`src/sv/bws_pkg.sv`:
```
package bws_pkg;

   // Field widths fixed by the register map and the result format.
   localparam int WEIGHT_W   = 16;
   localparam int DIM_W      = 5;
   localparam int OUT_W      = 26;
   localparam int CSR_IDX_W  = 3;
   localparam int CSR_DATA_W = 16;

   // Q15 prediction constants.
   localparam int Q_SHIFT    = 15;
   localparam int ROUND_HALF = 16384;

   // Register reset values and the largest value a dimension field holds.
   localparam logic [WEIGHT_W-1:0] WEIGHT_RESET = 16'd16384;
   localparam logic [DIM_W-1:0]    DIM_RESET    = 5'd16;
   localparam int                  DIM_FIELD_MAX = 31;

   // Saturation value of the result field.
   localparam logic [OUT_W-1:0] OUT_MAX = '1;

   // Register indexes on the configuration port.
   typedef enum logic [CSR_IDX_W-1:0] {
      CSR_WEIGHT_FIRST  = 3'd0,
      CSR_WEIGHT_SECOND = 3'd1,
      CSR_WIDTH         = 3'd2,
      CSR_HEIGHT        = 3'd3,
      CSR_AC_MODE       = 3'd4
   } csr_index_type;

   // Configuration seen by the controller and the datapath.
   typedef struct packed {
      logic [WEIGHT_W-1:0] weight_first;
      logic [WEIGHT_W-1:0] weight_second;
      logic                ac_mode;
   } cfg_type;

   // Commands from the controller to the datapath.
   typedef struct packed {
      logic accept;
      logic pred_en;
      logic sq_en;
      logic acc_en;
      logic mul_load;
      logic mul_step;
      logic div_load;
      logic div_step;
      logic finish;
      logic use_dc;
   } dp_cmd_type;

   // Status from the datapath to the controller.
   typedef struct packed {
      logic last;
   } dp_status_type;

endpackage

```
`src/sv/bws_if.sv`:
```
// Pixel triple channel.
interface bws_req_if #(parameter int PIXEL_BITS = 8) ();
   logic                  valid;
   logic                  ready;
   logic [PIXEL_BITS-1:0] cur_pixel;
   logic [PIXEL_BITS-1:0] ref1_pixel;
   logic [PIXEL_BITS-1:0] ref2_pixel;

   modport source (output valid, output cur_pixel, output ref1_pixel, output ref2_pixel,
                   input ready);
   modport sink (input valid, input cur_pixel, input ref1_pixel, input ref2_pixel,
                 output ready);
endinterface

// Block energy channel.
interface bws_rsp_if ();
   logic                        valid;
   logic                        ready;
   logic [bws_pkg::OUT_W-1:0]   error_energy;

   modport source (output valid, output error_energy, input ready);
   modport sink (input valid, input error_energy, output ready);
endinterface

```
`src/sv/bws_csr.sv`:
```
module bws_csr #(
   parameter int MAX_BLOCK_DIM = 16,
   parameter int CNT_W         = 9
) (
   input  logic                                clock,
   input  logic                                reset,
   input  logic                                csr_wr_en,
   input  logic [bws_pkg::CSR_IDX_W-1:0]       csr_index,
   input  logic [bws_pkg::CSR_DATA_W-1:0]      csr_wr_data,
   output bws_pkg::cfg_type                    cfg,
   output logic [CNT_W-1:0]                    total
);

   localparam int DIM_EFF = (MAX_BLOCK_DIM < bws_pkg::DIM_FIELD_MAX) ?
                            MAX_BLOCK_DIM : bws_pkg::DIM_FIELD_MAX;
   localparam int RESET_DIM = (int'(bws_pkg::DIM_RESET) < DIM_EFF) ?
                              int'(bws_pkg::DIM_RESET) : DIM_EFF;

   logic [bws_pkg::WEIGHT_W-1:0] weight_first_ff, weight_second_ff;
   logic [bws_pkg::DIM_W-1:0]    width_ff, height_ff;
   logic                         ac_mode_ff;
   logic [CNT_W-1:0]             total_ff, total_in;
   logic [bws_pkg::DIM_W-1:0]    width_clamp, height_clamp;
   logic [2*bws_pkg::DIM_W-1:0]  area;

   // Register writes; an index past the map is ignored.
   always_ff @(posedge clock) begin
      if (reset) begin
         weight_first_ff  <= bws_pkg::WEIGHT_RESET;
         weight_second_ff <= bws_pkg::WEIGHT_RESET;
         width_ff         <= bws_pkg::DIM_RESET;
         height_ff        <= bws_pkg::DIM_RESET;
         ac_mode_ff       <= 1'b0;
      end else if (csr_wr_en) begin
         case (csr_index)
            bws_pkg::CSR_WEIGHT_FIRST:  weight_first_ff  <= csr_wr_data;
            bws_pkg::CSR_WEIGHT_SECOND: weight_second_ff <= csr_wr_data;
            bws_pkg::CSR_WIDTH:         width_ff         <= csr_wr_data[bws_pkg::DIM_W-1:0];
            bws_pkg::CSR_HEIGHT:        height_ff        <= csr_wr_data[bws_pkg::DIM_W-1:0];
            bws_pkg::CSR_AC_MODE:       ac_mode_ff       <= csr_wr_data[0];
            default: ;
         endcase
      end
   end

   // Clamp each dimension to 1..max and form the pixel total of a block.
   always_comb begin
      if (width_ff == '0) begin
         width_clamp = bws_pkg::DIM_W'(1);
      end else if (width_ff > bws_pkg::DIM_W'(DIM_EFF)) begin
         width_clamp = bws_pkg::DIM_W'(DIM_EFF);
      end else begin
         width_clamp = width_ff;
      end
      if (height_ff == '0) begin
         height_clamp = bws_pkg::DIM_W'(1);
      end else if (height_ff > bws_pkg::DIM_W'(DIM_EFF)) begin
         height_clamp = bws_pkg::DIM_W'(DIM_EFF);
      end else begin
         height_clamp = height_ff;
      end
      area     = width_clamp * height_clamp;
      total_in = area[CNT_W-1:0];
   end

   // The total is registered behind the width and height registers.
   always_ff @(posedge clock) begin
      if (reset) begin
         total_ff <= CNT_W'(RESET_DIM * RESET_DIM);
      end else begin
         total_ff <= total_in;
      end
   end

   assign cfg.weight_first  = weight_first_ff;
   assign cfg.weight_second = weight_second_ff;
   assign cfg.ac_mode       = ac_mode_ff;
   assign total             = total_ff;

endmodule

```
`src/sv/bws_ctrl.sv`:
```
module bws_ctrl #(
   parameter int MAG_W = 17,
   parameter int NUM_W = 35
) (
   input  logic                   clock,
   input  logic                   reset,
   input  logic                   req_valid,
   output logic                   req_ready,
   output logic                   rsp_valid,
   input  logic                   rsp_ready,
   input  logic                   ac_mode,
   input  bws_pkg::dp_status_type status,
   output bws_pkg::dp_cmd_type    cmd
);

   localparam int STEP_W = $clog2(NUM_W + 1);

   typedef enum logic [3:0] {
      IDLE,
      PRED,
      SQUARE,
      ACCUM,
      MLOAD,
      MULT,
      DLOAD,
      DIV,
      FINISH
   } state_type;

   state_type         state_ff, state_in;
   logic [STEP_W-1:0] step_ff, step_in;
   logic              rsp_valid_ff, rsp_valid_in;

   // Next state, step count and commands.
   always_comb begin
      state_in     = state_ff;
      step_in      = step_ff;
      rsp_valid_in = rsp_valid_ff;
      cmd          = '0;
      if (rsp_valid_ff && rsp_ready) begin
         rsp_valid_in = 1'b0;
      end
      case (state_ff)
         IDLE: begin
            if (req_valid) begin
               cmd.accept = 1'b1;
               state_in   = PRED;
            end
         end
         PRED: begin
            cmd.pred_en = 1'b1;
            state_in    = SQUARE;
         end
         SQUARE: begin
            cmd.sq_en = 1'b1;
            state_in  = ACCUM;
         end
         ACCUM: begin
            cmd.acc_en = 1'b1;
            if (!status.last) begin
               state_in = IDLE;
            end else if (ac_mode) begin
               state_in = MLOAD;
            end else begin
               state_in = FINISH;
            end
         end
         MLOAD: begin
            cmd.mul_load = 1'b1;
            step_in      = STEP_W'(MAG_W);
            state_in     = MULT;
         end
         MULT: begin
            cmd.mul_step = 1'b1;
            step_in      = step_ff - 1'b1;
            if (step_ff == STEP_W'(1)) begin
               state_in = DLOAD;
            end
         end
         DLOAD: begin
            cmd.div_load = 1'b1;
            step_in      = STEP_W'(NUM_W);
            state_in     = DIV;
         end
         DIV: begin
            cmd.div_step = 1'b1;
            step_in      = step_ff - 1'b1;
            if (step_ff == STEP_W'(1)) begin
               state_in = FINISH;
            end
         end
         FINISH: begin
            // Load the result register once it is free or being emptied.
            cmd.use_dc = ac_mode;
            if (!rsp_valid_ff || rsp_ready) begin
               cmd.finish   = 1'b1;
               rsp_valid_in = 1'b1;
               state_in     = IDLE;
            end
         end
         default: begin
            state_in = IDLE;
         end
      endcase
   end

   // State and registered outputs.
   always_ff @(posedge clock) begin
      if (reset) begin
         state_ff     <= IDLE;
         step_ff      <= '0;
         rsp_valid_ff <= 1'b0;
      end else begin
         state_ff     <= state_in;
         step_ff      <= step_in;
         rsp_valid_ff <= rsp_valid_in;
      end
   end

   assign req_ready = (state_ff == IDLE) && !reset;
   assign rsp_valid = rsp_valid_ff;

endmodule

```
`src/sv/bws_dp.sv`:
```
module bws_dp #(
   parameter int PIXEL_BITS = 8,
   parameter int CNT_W      = 9
) (
   input  logic                          clock,
   input  logic                          reset,
   input  bws_pkg::dp_cmd_type           cmd,
   output bws_pkg::dp_status_type        status,
   input  bws_pkg::cfg_type              cfg,
   input  logic [CNT_W-1:0]              total,
   input  logic [PIXEL_BITS-1:0]         cur_pixel,
   input  logic [PIXEL_BITS-1:0]         ref1_pixel,
   input  logic [PIXEL_BITS-1:0]         ref2_pixel,
   output logic [bws_pkg::OUT_W-1:0]     error_energy
);

   localparam int PB      = PIXEL_BITS;
   localparam int PROD_W  = PB + bws_pkg::WEIGHT_W;
   localparam int SUM_W   = PROD_W + 2;
   localparam int RAW_W   = SUM_W - bws_pkg::Q_SHIFT;
   localparam int PIX_MAX = (2 ** PB) - 1;
   localparam int ERR_W   = PB + 1;
   localparam int SQ_W    = 2 * PB;
   localparam int ACC_W   = SQ_W + CNT_W;
   localparam int DIFF_W  = PB + CNT_W + 1;
   localparam int MAG_W   = PB + CNT_W;
   localparam int NUM_W   = 2 * MAG_W + 1;
   localparam int CMP_W   = (NUM_W > bws_pkg::OUT_W) ? NUM_W : bws_pkg::OUT_W + 1;

   logic [PB-1:0]              cur_ff;
   logic [PROD_W-1:0]          p1_ff, p2_ff;
   logic signed [ERR_W-1:0]    err_ff, err_in;
   logic [SQ_W-1:0]            sq_ff;
   logic [ACC_W-1:0]           sq_acc_ff;
   logic signed [DIFF_W-1:0]   diff_acc_ff;
   logic [CNT_W-1:0]           count_ff, count_inc;
   logic [MAG_W-1:0]           mcand_ff, mplier_ff;
   logic [2*MAG_W-1:0]         prod_ff, addend;
   logic [NUM_W-1:0]           num_ff, num_load;
   logic [CNT_W-1:0]           rem_ff, rem_in, half_total;
   logic [bws_pkg::OUT_W-1:0]  energy_ff, energy_in;

   logic [SUM_W-1:0]           pred_sum;
   logic [RAW_W-1:0]           pred_raw;
   logic [PB-1:0]              pred;
   logic signed [2*ERR_W-1:0]  sq_full;
   logic [DIFF_W-1:0]          diff_bits, mag_full;
   logic [CNT_W:0]             trial, trial_sub;
   logic                       trial_ge;
   logic [CMP_W-1:0]           sq_ext, dc_ext, net;

   // Rounded Q15 prediction, saturated at the largest pixel value.
   always_comb begin
      pred_sum = SUM_W'(p1_ff) + SUM_W'(p2_ff) + SUM_W'(bws_pkg::ROUND_HALF);
      pred_raw = pred_sum[SUM_W-1:bws_pkg::Q_SHIFT];
      if (pred_raw > RAW_W'(PIX_MAX)) begin
         pred = PB'(PIX_MAX);
      end else begin
         pred = pred_raw[PB-1:0];
      end
      err_in = $signed({1'b0, cur_ff}) - $signed({1'b0, pred});
   end

   assign sq_full   = err_ff * err_ff;
   assign count_inc = count_ff + CNT_W'(1);
   assign status.last = (count_inc >= total);

   // Magnitude of the error sum for the DC term.
   always_comb begin
      diff_bits = diff_acc_ff;
      if (diff_bits[DIFF_W-1]) begin
         mag_full = ~diff_bits + 1'b1;
      end else begin
         mag_full = diff_bits;
      end
   end

   // Shift-add multiplier step, most significant multiplier bit first.
   assign addend = mplier_ff[MAG_W-1] ? (2*MAG_W)'(mcand_ff) : '0;

   // Restoring divider step by the pixel total.
   always_comb begin
      half_total = total >> 1;
      num_load   = NUM_W'(prod_ff) + NUM_W'(half_total);
      trial      = {rem_ff, num_ff[NUM_W-1]};
      trial_ge   = (trial >= {1'b0, total});
      trial_sub  = trial - {1'b0, total};
      rem_in     = trial_ge ? trial_sub[CNT_W-1:0] : trial[CNT_W-1:0];
   end

   // Block result: SSE less the optional DC term, clipped to the field.
   always_comb begin
      sq_ext = CMP_W'(sq_acc_ff);
      dc_ext = cmd.use_dc ? CMP_W'(num_ff) : '0;
      net    = (sq_ext >= dc_ext) ? (sq_ext - dc_ext) : '0;
      if (net > CMP_W'(bws_pkg::OUT_MAX)) begin
         energy_in = bws_pkg::OUT_MAX;
      end else begin
         energy_in = net[bws_pkg::OUT_W-1:0];
      end
   end

   // Per-item pipeline registers, serial unit registers and the result register.
   always_ff @(posedge clock) begin
      if (cmd.accept) begin
         cur_ff <= cur_pixel;
         p1_ff  <= ref1_pixel * cfg.weight_first;
         p2_ff  <= ref2_pixel * cfg.weight_second;
      end
      if (cmd.pred_en) begin
         err_ff <= err_in;
      end
      if (cmd.sq_en) begin
         sq_ff <= sq_full[SQ_W-1:0];
      end
      if (cmd.mul_load) begin
         mcand_ff  <= mag_full[MAG_W-1:0];
         mplier_ff <= mag_full[MAG_W-1:0];
         prod_ff   <= '0;
      end else if (cmd.mul_step) begin
         mplier_ff <= mplier_ff << 1;
         prod_ff   <= (prod_ff << 1) + addend;
      end
      if (cmd.div_load) begin
         num_ff <= num_load;
         rem_ff <= '0;
      end else if (cmd.div_step) begin
         num_ff <= {num_ff[NUM_W-2:0], trial_ge};
         rem_ff <= rem_in;
      end
      if (cmd.finish) begin
         energy_ff <= energy_in;
      end
   end

   // Block accumulators, cleared once the result is taken into the output register.
   always_ff @(posedge clock) begin
      if (reset) begin
         sq_acc_ff   <= '0;
         diff_acc_ff <= '0;
         count_ff    <= '0;
      end else if (cmd.finish) begin
         sq_acc_ff   <= '0;
         diff_acc_ff <= '0;
         count_ff    <= '0;
      end else if (cmd.acc_en) begin
         sq_acc_ff   <= sq_acc_ff + ACC_W'(sq_ff);
         diff_acc_ff <= diff_acc_ff + DIFF_W'(err_ff);
         count_ff    <= count_inc;
      end
   end

   assign error_energy = energy_ff;

endmodule

```
`src/sv/bidir_weighted_sse.sv`:
```
// Channel   Direction  Payload                                  Handshake
// req_if    in         cur_pixel, ref1_pixel, ref2_pixel        valid / ready
// rsp_if    out        error_energy (26 bit)                    valid / ready
// csr_*     in         csr_index, csr_wr_data                   csr_wr_en, no wait
//
// An item passes through accept, prediction, square and accumulate; ready is high only
// while the item sequencer is free. The last item of a block then goes to the finish
// step in plain mode; in AC mode it first runs the bit-serial squaring of the error sum
// and the restoring division by the total. Reset is synchronous: registers take their
// reset values, the accumulators clear. The result register holds a waiting result while
// items of the next block go on; only the next block end waits for it to be taken.
module bidir_weighted_sse #(
   parameter int MAX_BLOCK_DIM = 16,
   parameter int PIXEL_BITS    = 8
) (
   input  logic                            clock,
   input  logic                            reset,
   bws_req_if.sink                         req_if,
   bws_rsp_if.source                       rsp_if,
   input  logic                            csr_wr_en,
   input  logic [bws_pkg::CSR_IDX_W-1:0]   csr_index,
   input  logic [bws_pkg::CSR_DATA_W-1:0]  csr_wr_data
);

   localparam int DIM_EFF   = (MAX_BLOCK_DIM < bws_pkg::DIM_FIELD_MAX) ?
                              MAX_BLOCK_DIM : bws_pkg::DIM_FIELD_MAX;
   localparam int MAX_TOTAL = DIM_EFF * DIM_EFF;
   localparam int CNT_W     = $clog2(MAX_TOTAL + 1);
   localparam int MAG_W     = PIXEL_BITS + CNT_W;
   localparam int NUM_W     = 2 * MAG_W + 1;

   bws_pkg::cfg_type       cfg;
   bws_pkg::dp_cmd_type    cmd;
   bws_pkg::dp_status_type status;
   logic [CNT_W-1:0]       total;

   // Configuration registers and block total.
   bws_csr #(
      .MAX_BLOCK_DIM (MAX_BLOCK_DIM),
      .CNT_W         (CNT_W)
   ) u_csr (
      .clock       (clock),
      .reset       (reset),
      .csr_wr_en   (csr_wr_en),
      .csr_index   (csr_index),
      .csr_wr_data (csr_wr_data),
      .cfg         (cfg),
      .total       (total)
   );

   // Item and block-end sequencer.
   bws_ctrl #(
      .MAG_W (MAG_W),
      .NUM_W (NUM_W)
   ) u_ctrl (
      .clock     (clock),
      .reset     (reset),
      .req_valid (req_if.valid),
      .req_ready (req_if.ready),
      .rsp_valid (rsp_if.valid),
      .rsp_ready (rsp_if.ready),
      .ac_mode   (cfg.ac_mode),
      .status    (status),
      .cmd       (cmd)
   );

   // Prediction, accumulation and DC-term arithmetic.
   bws_dp #(
      .PIXEL_BITS (PIXEL_BITS),
      .CNT_W      (CNT_W)
   ) u_dp (
      .clock        (clock),
      .reset        (reset),
      .cmd          (cmd),
      .status       (status),
      .cfg          (cfg),
      .total        (total),
      .cur_pixel    (req_if.cur_pixel),
      .ref1_pixel   (req_if.ref1_pixel),
      .ref2_pixel   (req_if.ref2_pixel),
      .error_energy (rsp_if.error_energy)
   );

endmodule

```
`src/flat_wrapper.sv`:
```
// flat-port wrapper written by rule: the top's interface ports become plain ports
module bidir_weighted_sse_flat 
#(
   parameter int MAX_BLOCK_DIM = 16,
   parameter int PIXEL_BITS    = 8
)
  (clock, reset, csr_wr_en, csr_index, csr_wr_data, req_if_valid, req_if_cur_pixel, req_if_ref1_pixel, req_if_ref2_pixel, req_if_ready, rsp_if_valid, rsp_if_error_energy, rsp_if_ready);
  bws_req_if #(.PIXEL_BITS(PIXEL_BITS)) req_if_i ();
  bws_rsp_if rsp_if_i ();
  input  logic clock;
  input  logic reset;
  input  logic csr_wr_en;
  input  logic [bws_pkg::CSR_IDX_W-1:0] csr_index;
  input  logic [bws_pkg::CSR_DATA_W-1:0] csr_wr_data;
  input wire logic [$bits(req_if_i.valid)-1:0] req_if_valid;
  input wire logic [$bits(req_if_i.cur_pixel)-1:0] req_if_cur_pixel;
  input wire logic [$bits(req_if_i.ref1_pixel)-1:0] req_if_ref1_pixel;
  input wire logic [$bits(req_if_i.ref2_pixel)-1:0] req_if_ref2_pixel;
  output wire logic [$bits(req_if_i.ready)-1:0] req_if_ready;
  output wire logic [$bits(rsp_if_i.valid)-1:0] rsp_if_valid;
  output wire logic [$bits(rsp_if_i.error_energy)-1:0] rsp_if_error_energy;
  input wire logic [$bits(rsp_if_i.ready)-1:0] rsp_if_ready;
  assign req_if_i.valid = req_if_valid;
  assign req_if_i.cur_pixel = req_if_cur_pixel;
  assign req_if_i.ref1_pixel = req_if_ref1_pixel;
  assign req_if_i.ref2_pixel = req_if_ref2_pixel;
  assign req_if_ready = req_if_i.ready;
  assign rsp_if_valid = rsp_if_i.valid;
  assign rsp_if_error_energy = rsp_if_i.error_energy;
  assign rsp_if_i.ready = rsp_if_ready;
  bidir_weighted_sse #(.MAX_BLOCK_DIM(MAX_BLOCK_DIM), .PIXEL_BITS(PIXEL_BITS)) u_core (.clock(clock), .reset(reset), .req_if(req_if_i), .rsp_if(rsp_if_i), .csr_wr_en(csr_wr_en), .csr_index(csr_index), .csr_wr_data(csr_wr_data));
endmodule
```
`config.mk`:
```
export PLATFORM = sky130hd
export DESIGN_NAME = bidir_weighted_sse_flat
export DESIGN_NICKNAME = d
export VERILOG_FILES = /design/src/sv/bws_pkg.sv /design/src/sv/bws_if.sv /design/src/sv/bws_csr.sv /design/src/sv/bws_ctrl.sv /design/src/sv/bws_dp.sv /design/src/sv/bidir_weighted_sse.sv /design/src/flat_wrapper.sv
export SDC_FILE = /design/constraint.sdc
export NUM_CORES = 2
export LEC_CHECK = 0
export ABC_AREA = 1
export ABC_CLOCK_PERIOD_IN_PS = 5500
export BUFFER_PORTS_ARGS = -buffer_cell sky130_fd_sc_hd__buf_4
export CAP_MARGIN = 15
export CORE_MARGIN = 2
export CORE_UTILIZATION = 50
export CTS_BUF_LIST = sky130_fd_sc_hd__clkbuf_16
export DETAILED_ROUTE_END_ITERATION = 10
export PLACE_DENSITY = 0.74
export SLEW_MARGIN = 10
export SYNTH_ARGS = -nofsm -noshare
export SYNTH_HDL_FRONTEND = slang
export SYNTH_SLANG_ARGS = --single-unit
```
`constraint.sdc`:
```
create_clock -name clock -period 5.5 [get_ports clock]
set_input_delay 1.1 -clock clock [delete_from_list [all_inputs] [get_ports clock]]
set_output_delay 1.1 -clock clock [all_outputs]
set_load 0.01 [all_outputs]
```
==> results.sh <==
export IMPL_rsz0062_at_grt="no"
export IMPL_vdd_drop_max_mv=1.32
export IMPL_numCtsBuffers=41
export IMPL_drc=0
export IMPL_min_path_type="flop to flop"
export IMPL_arrival_ps=5410
export IMPL_avgViaCountPerCell=5.13
export IMPL_end_kind="flop"
export IMPL_p_leak_nw=18.2
export IMPL_netlist_area_um2=31400
export IMPL_insertedDiodeCount=0
export IMPL_cts_hold_buffers=0
export IMPL_grt_max_degree=57
export IMPL_synthCells=4153
export IMPL_dp_cells=4981
export IMPL_yosys_top_cells_area="edfxtp_1 17%, fa_1 15%, nand2_1 12%"
export IMPL_cts_htree_levels=2
export IMPL_slowest_stage="fa_1"
export IMPL_cts_tree="built"
export IMPL_final_cell_area_um2=34300
export IMPL_final_setup_viol_count=0
export IMPL_cts_sink_count=333
export IMPL_antenna_found_initial=0
export IMPL_cts_resized=0
export IMPL_io_buffers=75
export IMPL_seq_area_frac_synth_pct=26.8
export IMPL_nNetsFinal=4746
export IMPL_clk_insertion_delay_late_ps=580
export IMPL_skew_ps=24.3
export IMPL_slew_headroom_pct=27.9
export IMPL_slowest_delay_ps=550
export IMPL_final_cells=5057
export IMPL_die_area_um2=64900
export IMPL_slew_violations=0
export IMPL_layout_drive_gt1_share_pct=5.64
export IMPL_syn_num_nets=4712
export IMPL_cpMostUsedCell="nand2_1"
export IMPL_dieHeight_um=255
export IMPL_row_count=91
export IMPL_dpl_instance_area_um2=32900
export IMPL_synth_main_ff_cell="edfxtp_1"
export IMPL_path_cells="buf_4, nand2_1, inv_1, fa_1, fa_1, inv_1, fa_1, inv_1, fa_1, fa_1, ha_1, nand2_1, nand2_1, nand3_1, nand2_1, a21oi_1, nor2_1, o21ai_0, nand2_1, nand2_1, nand2_1, a21oi_1, xor2_1"
export IMPL_coreArea_um2=61900
export IMPL_power_density_nw_per_um2=466
export IMPL_fp_dieW_um=255
export IMPL_layout_commonest_cell="nand2_1"
export IMPL_synth_cell_types=55
export IMPL_status="complete, no violations"
export IMPL_synth_top_area_cell="edfxtp_1"
export IMPL_clk_path_buf_depth=3
export IMPL_final_cell_mix="1026 x nand2_1, 795 x inv_1, 326 x nor2_1, 277 x ha_1, 252 x a21oi_1"
export IMPL_fillCellCount=5834
export IMPL_initial_core_util_pct=50.7
export IMPL_max_freq_mhz=197
export IMPL_path_max_fanout=23
export IMPL_num_vias=25945
export IMPL_ctsRootBufferMaster="clkbuf_16"
export IMPL_dpl_hpwl_um=57900
export IMPL_cp_start_kind="flop"
export IMPL_path_class="flop to flop"
export IMPL_clkTransAtPathRegs_ps=60
export IMPL_post_synth_cell_area_avg_um2=7.57
export IMPL_drv_cap=0
export IMPL_crit_required_ps=5820
export IMPL_postCtsSetupBuffers=0
export IMPL_routabilityCongestion=0.940
export IMPL_gr_usage_all_layers_pct=23.2
export IMPL_tightest_slew_ps=1080
export IMPL_ys_ff_latch=333
export IMPL_grt_pass1_wl_um=122000
export IMPL_hold_violations=0
export IMPL_layout_setup_ws_ps=418
export IMPL_period_needed_ps=5080
export IMPL_dp_slack_ps=-56.7
export IMPL_grt_pass1_vias=25387
export IMPL_routedWlPerCell_um=14.4
export IMPL_drt_first_pass_iters=5
export IMPL_io_pins=76
export IMPL_yosys_warnings=0
export IMPL_post_route_period_util_pct=92.4
export IMPL_netlist_area_leader_share_pct=16.7
export IMPL_syn2layout_area_growth_pct=9.20
export IMPL_synth_edf_count=175
export IMPL_async_flop_share_pct=0
export IMPL_routed_wl_um=72900
export IMPL_grt_overflow_total=0
export IMPL_antenna_left=0
export IMPL_drt_iter0_markers=1431
export IMPL_fin_hold_ws_ps=475
## sequential cells by signal, indices dropped and copies added, names as in the netlist
| register | count |
|---|---|
| u_core.u_csr.ac_mode_ff | 1 |
| u_core.u_csr.height_ff | 5 |
| u_core.u_csr.total | 9 |
| u_core.u_csr.weight_first_ff | 16 |
| u_core.u_csr.weight_second_ff | 16 |
| u_core.u_csr.width_ff | 5 |
| u_core.u_ctrl.rsp_valid | 1 |
| u_core.u_ctrl.state_ff | 4 |
| u_core.u_ctrl.step_ff | 6 |
| u_core.u_dp.count_ff | 9 |
| u_core.u_dp.cur_ff | 8 |
| u_core.u_dp.diff_acc_ff | 18 |
| u_core.u_dp.err_ff | 9 |
| u_core.u_dp.error_energy | 26 |
| u_core.u_dp.mcand_ff | 17 |
| u_core.u_dp.mplier_ff | 17 |
| u_core.u_dp.num_ff | 35 |
| u_core.u_dp.p1_ff | 24 |
| u_core.u_dp.p2_ff | 24 |
| u_core.u_dp.prod_ff | 34 |
| u_core.u_dp.rem_ff | 9 |
| u_core.u_dp.sq_acc_ff | 25 |
| u_core.u_dp.sq_ff | 15 |
## final timing paths
check,from,end,slack [ps],cells after the start
worst max register to register,u_core.u_dp.err_ff[8]$_DFFE_PP_,u_core.u_dp.sq_ff[15]$_DFFE_PP_,420,23
worst min register to register,u_core.u_csr.height_ff[0]$_SDFFE_PP0P_,u_core.u_csr.height_ff[0]$_SDFFE_PP0P_,480,2
worst max-delay path,u_core.u_dp.err_ff[8]$_DFFE_PP_,u_core.u_dp.sq_ff[15]$_DFFE_PP_,420,23
worst min-delay path,u_core.u_csr.height_ff[0]$_SDFFE_PP0P_,u_core.u_csr.height_ff[0]$_SDFFE_PP0P_,480,2
## cell usage after synthesis, drive strengths merged, types with 7 or more instances
cell / n
xor2: 136
nor3: 50
a31oi: 11
a21oi: 253
o221ai: 7
o211ai: 18
nor2: 337
nor4: 10
or2: 17
fa: 234
nand3b: 8
nand3: 131
o21ai: 238
nand2: 1032
ha: 277
edfxtp: 175
dfxtp: 158
o21bai: 27
xnor2: 43
buf: 7
nand4: 29
inv: 792
clkbuf: 123
## final cells by class
cell class / instances / area, um2 / share of cell area, %
clock buffer: 43 / 1080 / 3.14
tap: 837 / 1050 / 3.05
clock inverter: 33 / 332 / 0.966
inverter: 793 / 2980 / 8.68
multi-input combinational: 2897 / 19500 / 56.9
timing repair buffer: 121 / 921 / 2.68
sequential: 333 / 8420 / 24.5
## logic make-up (layout without fill, tap and decap cells)
family | after synthesis | in the layout | share of synthesized area, %
flops | 333 | 333 | 26.8
simple gates | 1620 | 1620 | 20.9
compound gates | 587 | 587 | 10.2
fa+ha+maj | 511 | 511 | 25.9
buf+inv | 923 | 990 | 11.1
xor+xnor | 179 | 179 | 5.01
## power breakdown
group          switching [mW]  internal, mW
clock                    1.13          1.67
sequential              0.188          3.44
combinational            5.57          3.97
total                    6.89          9.08
## layer usage
layer	GRT usage, %	wire length, um	up-vias
li1	-	-	13118
met1	28.2	30700	12085
met2	41.7	35900	583
met3	2.95	3430	159
met4	9.06	2890	0
met5	0	0	-
## through the flow
step           power, mW  setup TNS (ps)  utilization, %
6_report            16.0               0            55.4
5_1_grt             17.9               0            55.4
4_1_cts             16.2               0            55.4
3_5_place_dp        13.2            -116            53.1
3_3_place_gp        13.1               0            53.1
2_1_floorplan       11.3               0               -
## worst max-delay path, delay by kind of cell, from the launching register on
family / cells / cell delay, ps
adder cells (fa/ha/maj): 6 / 2860
flip-flops: 1 / 370
XOR/XNOR: 1 / 90
AO/OA/AOI/OAI: 3 / 470
buffers and inverters: 4 / 430
AND/OR/NAND/NOR: 9 / 600
(Power assumes the default switching activity.)
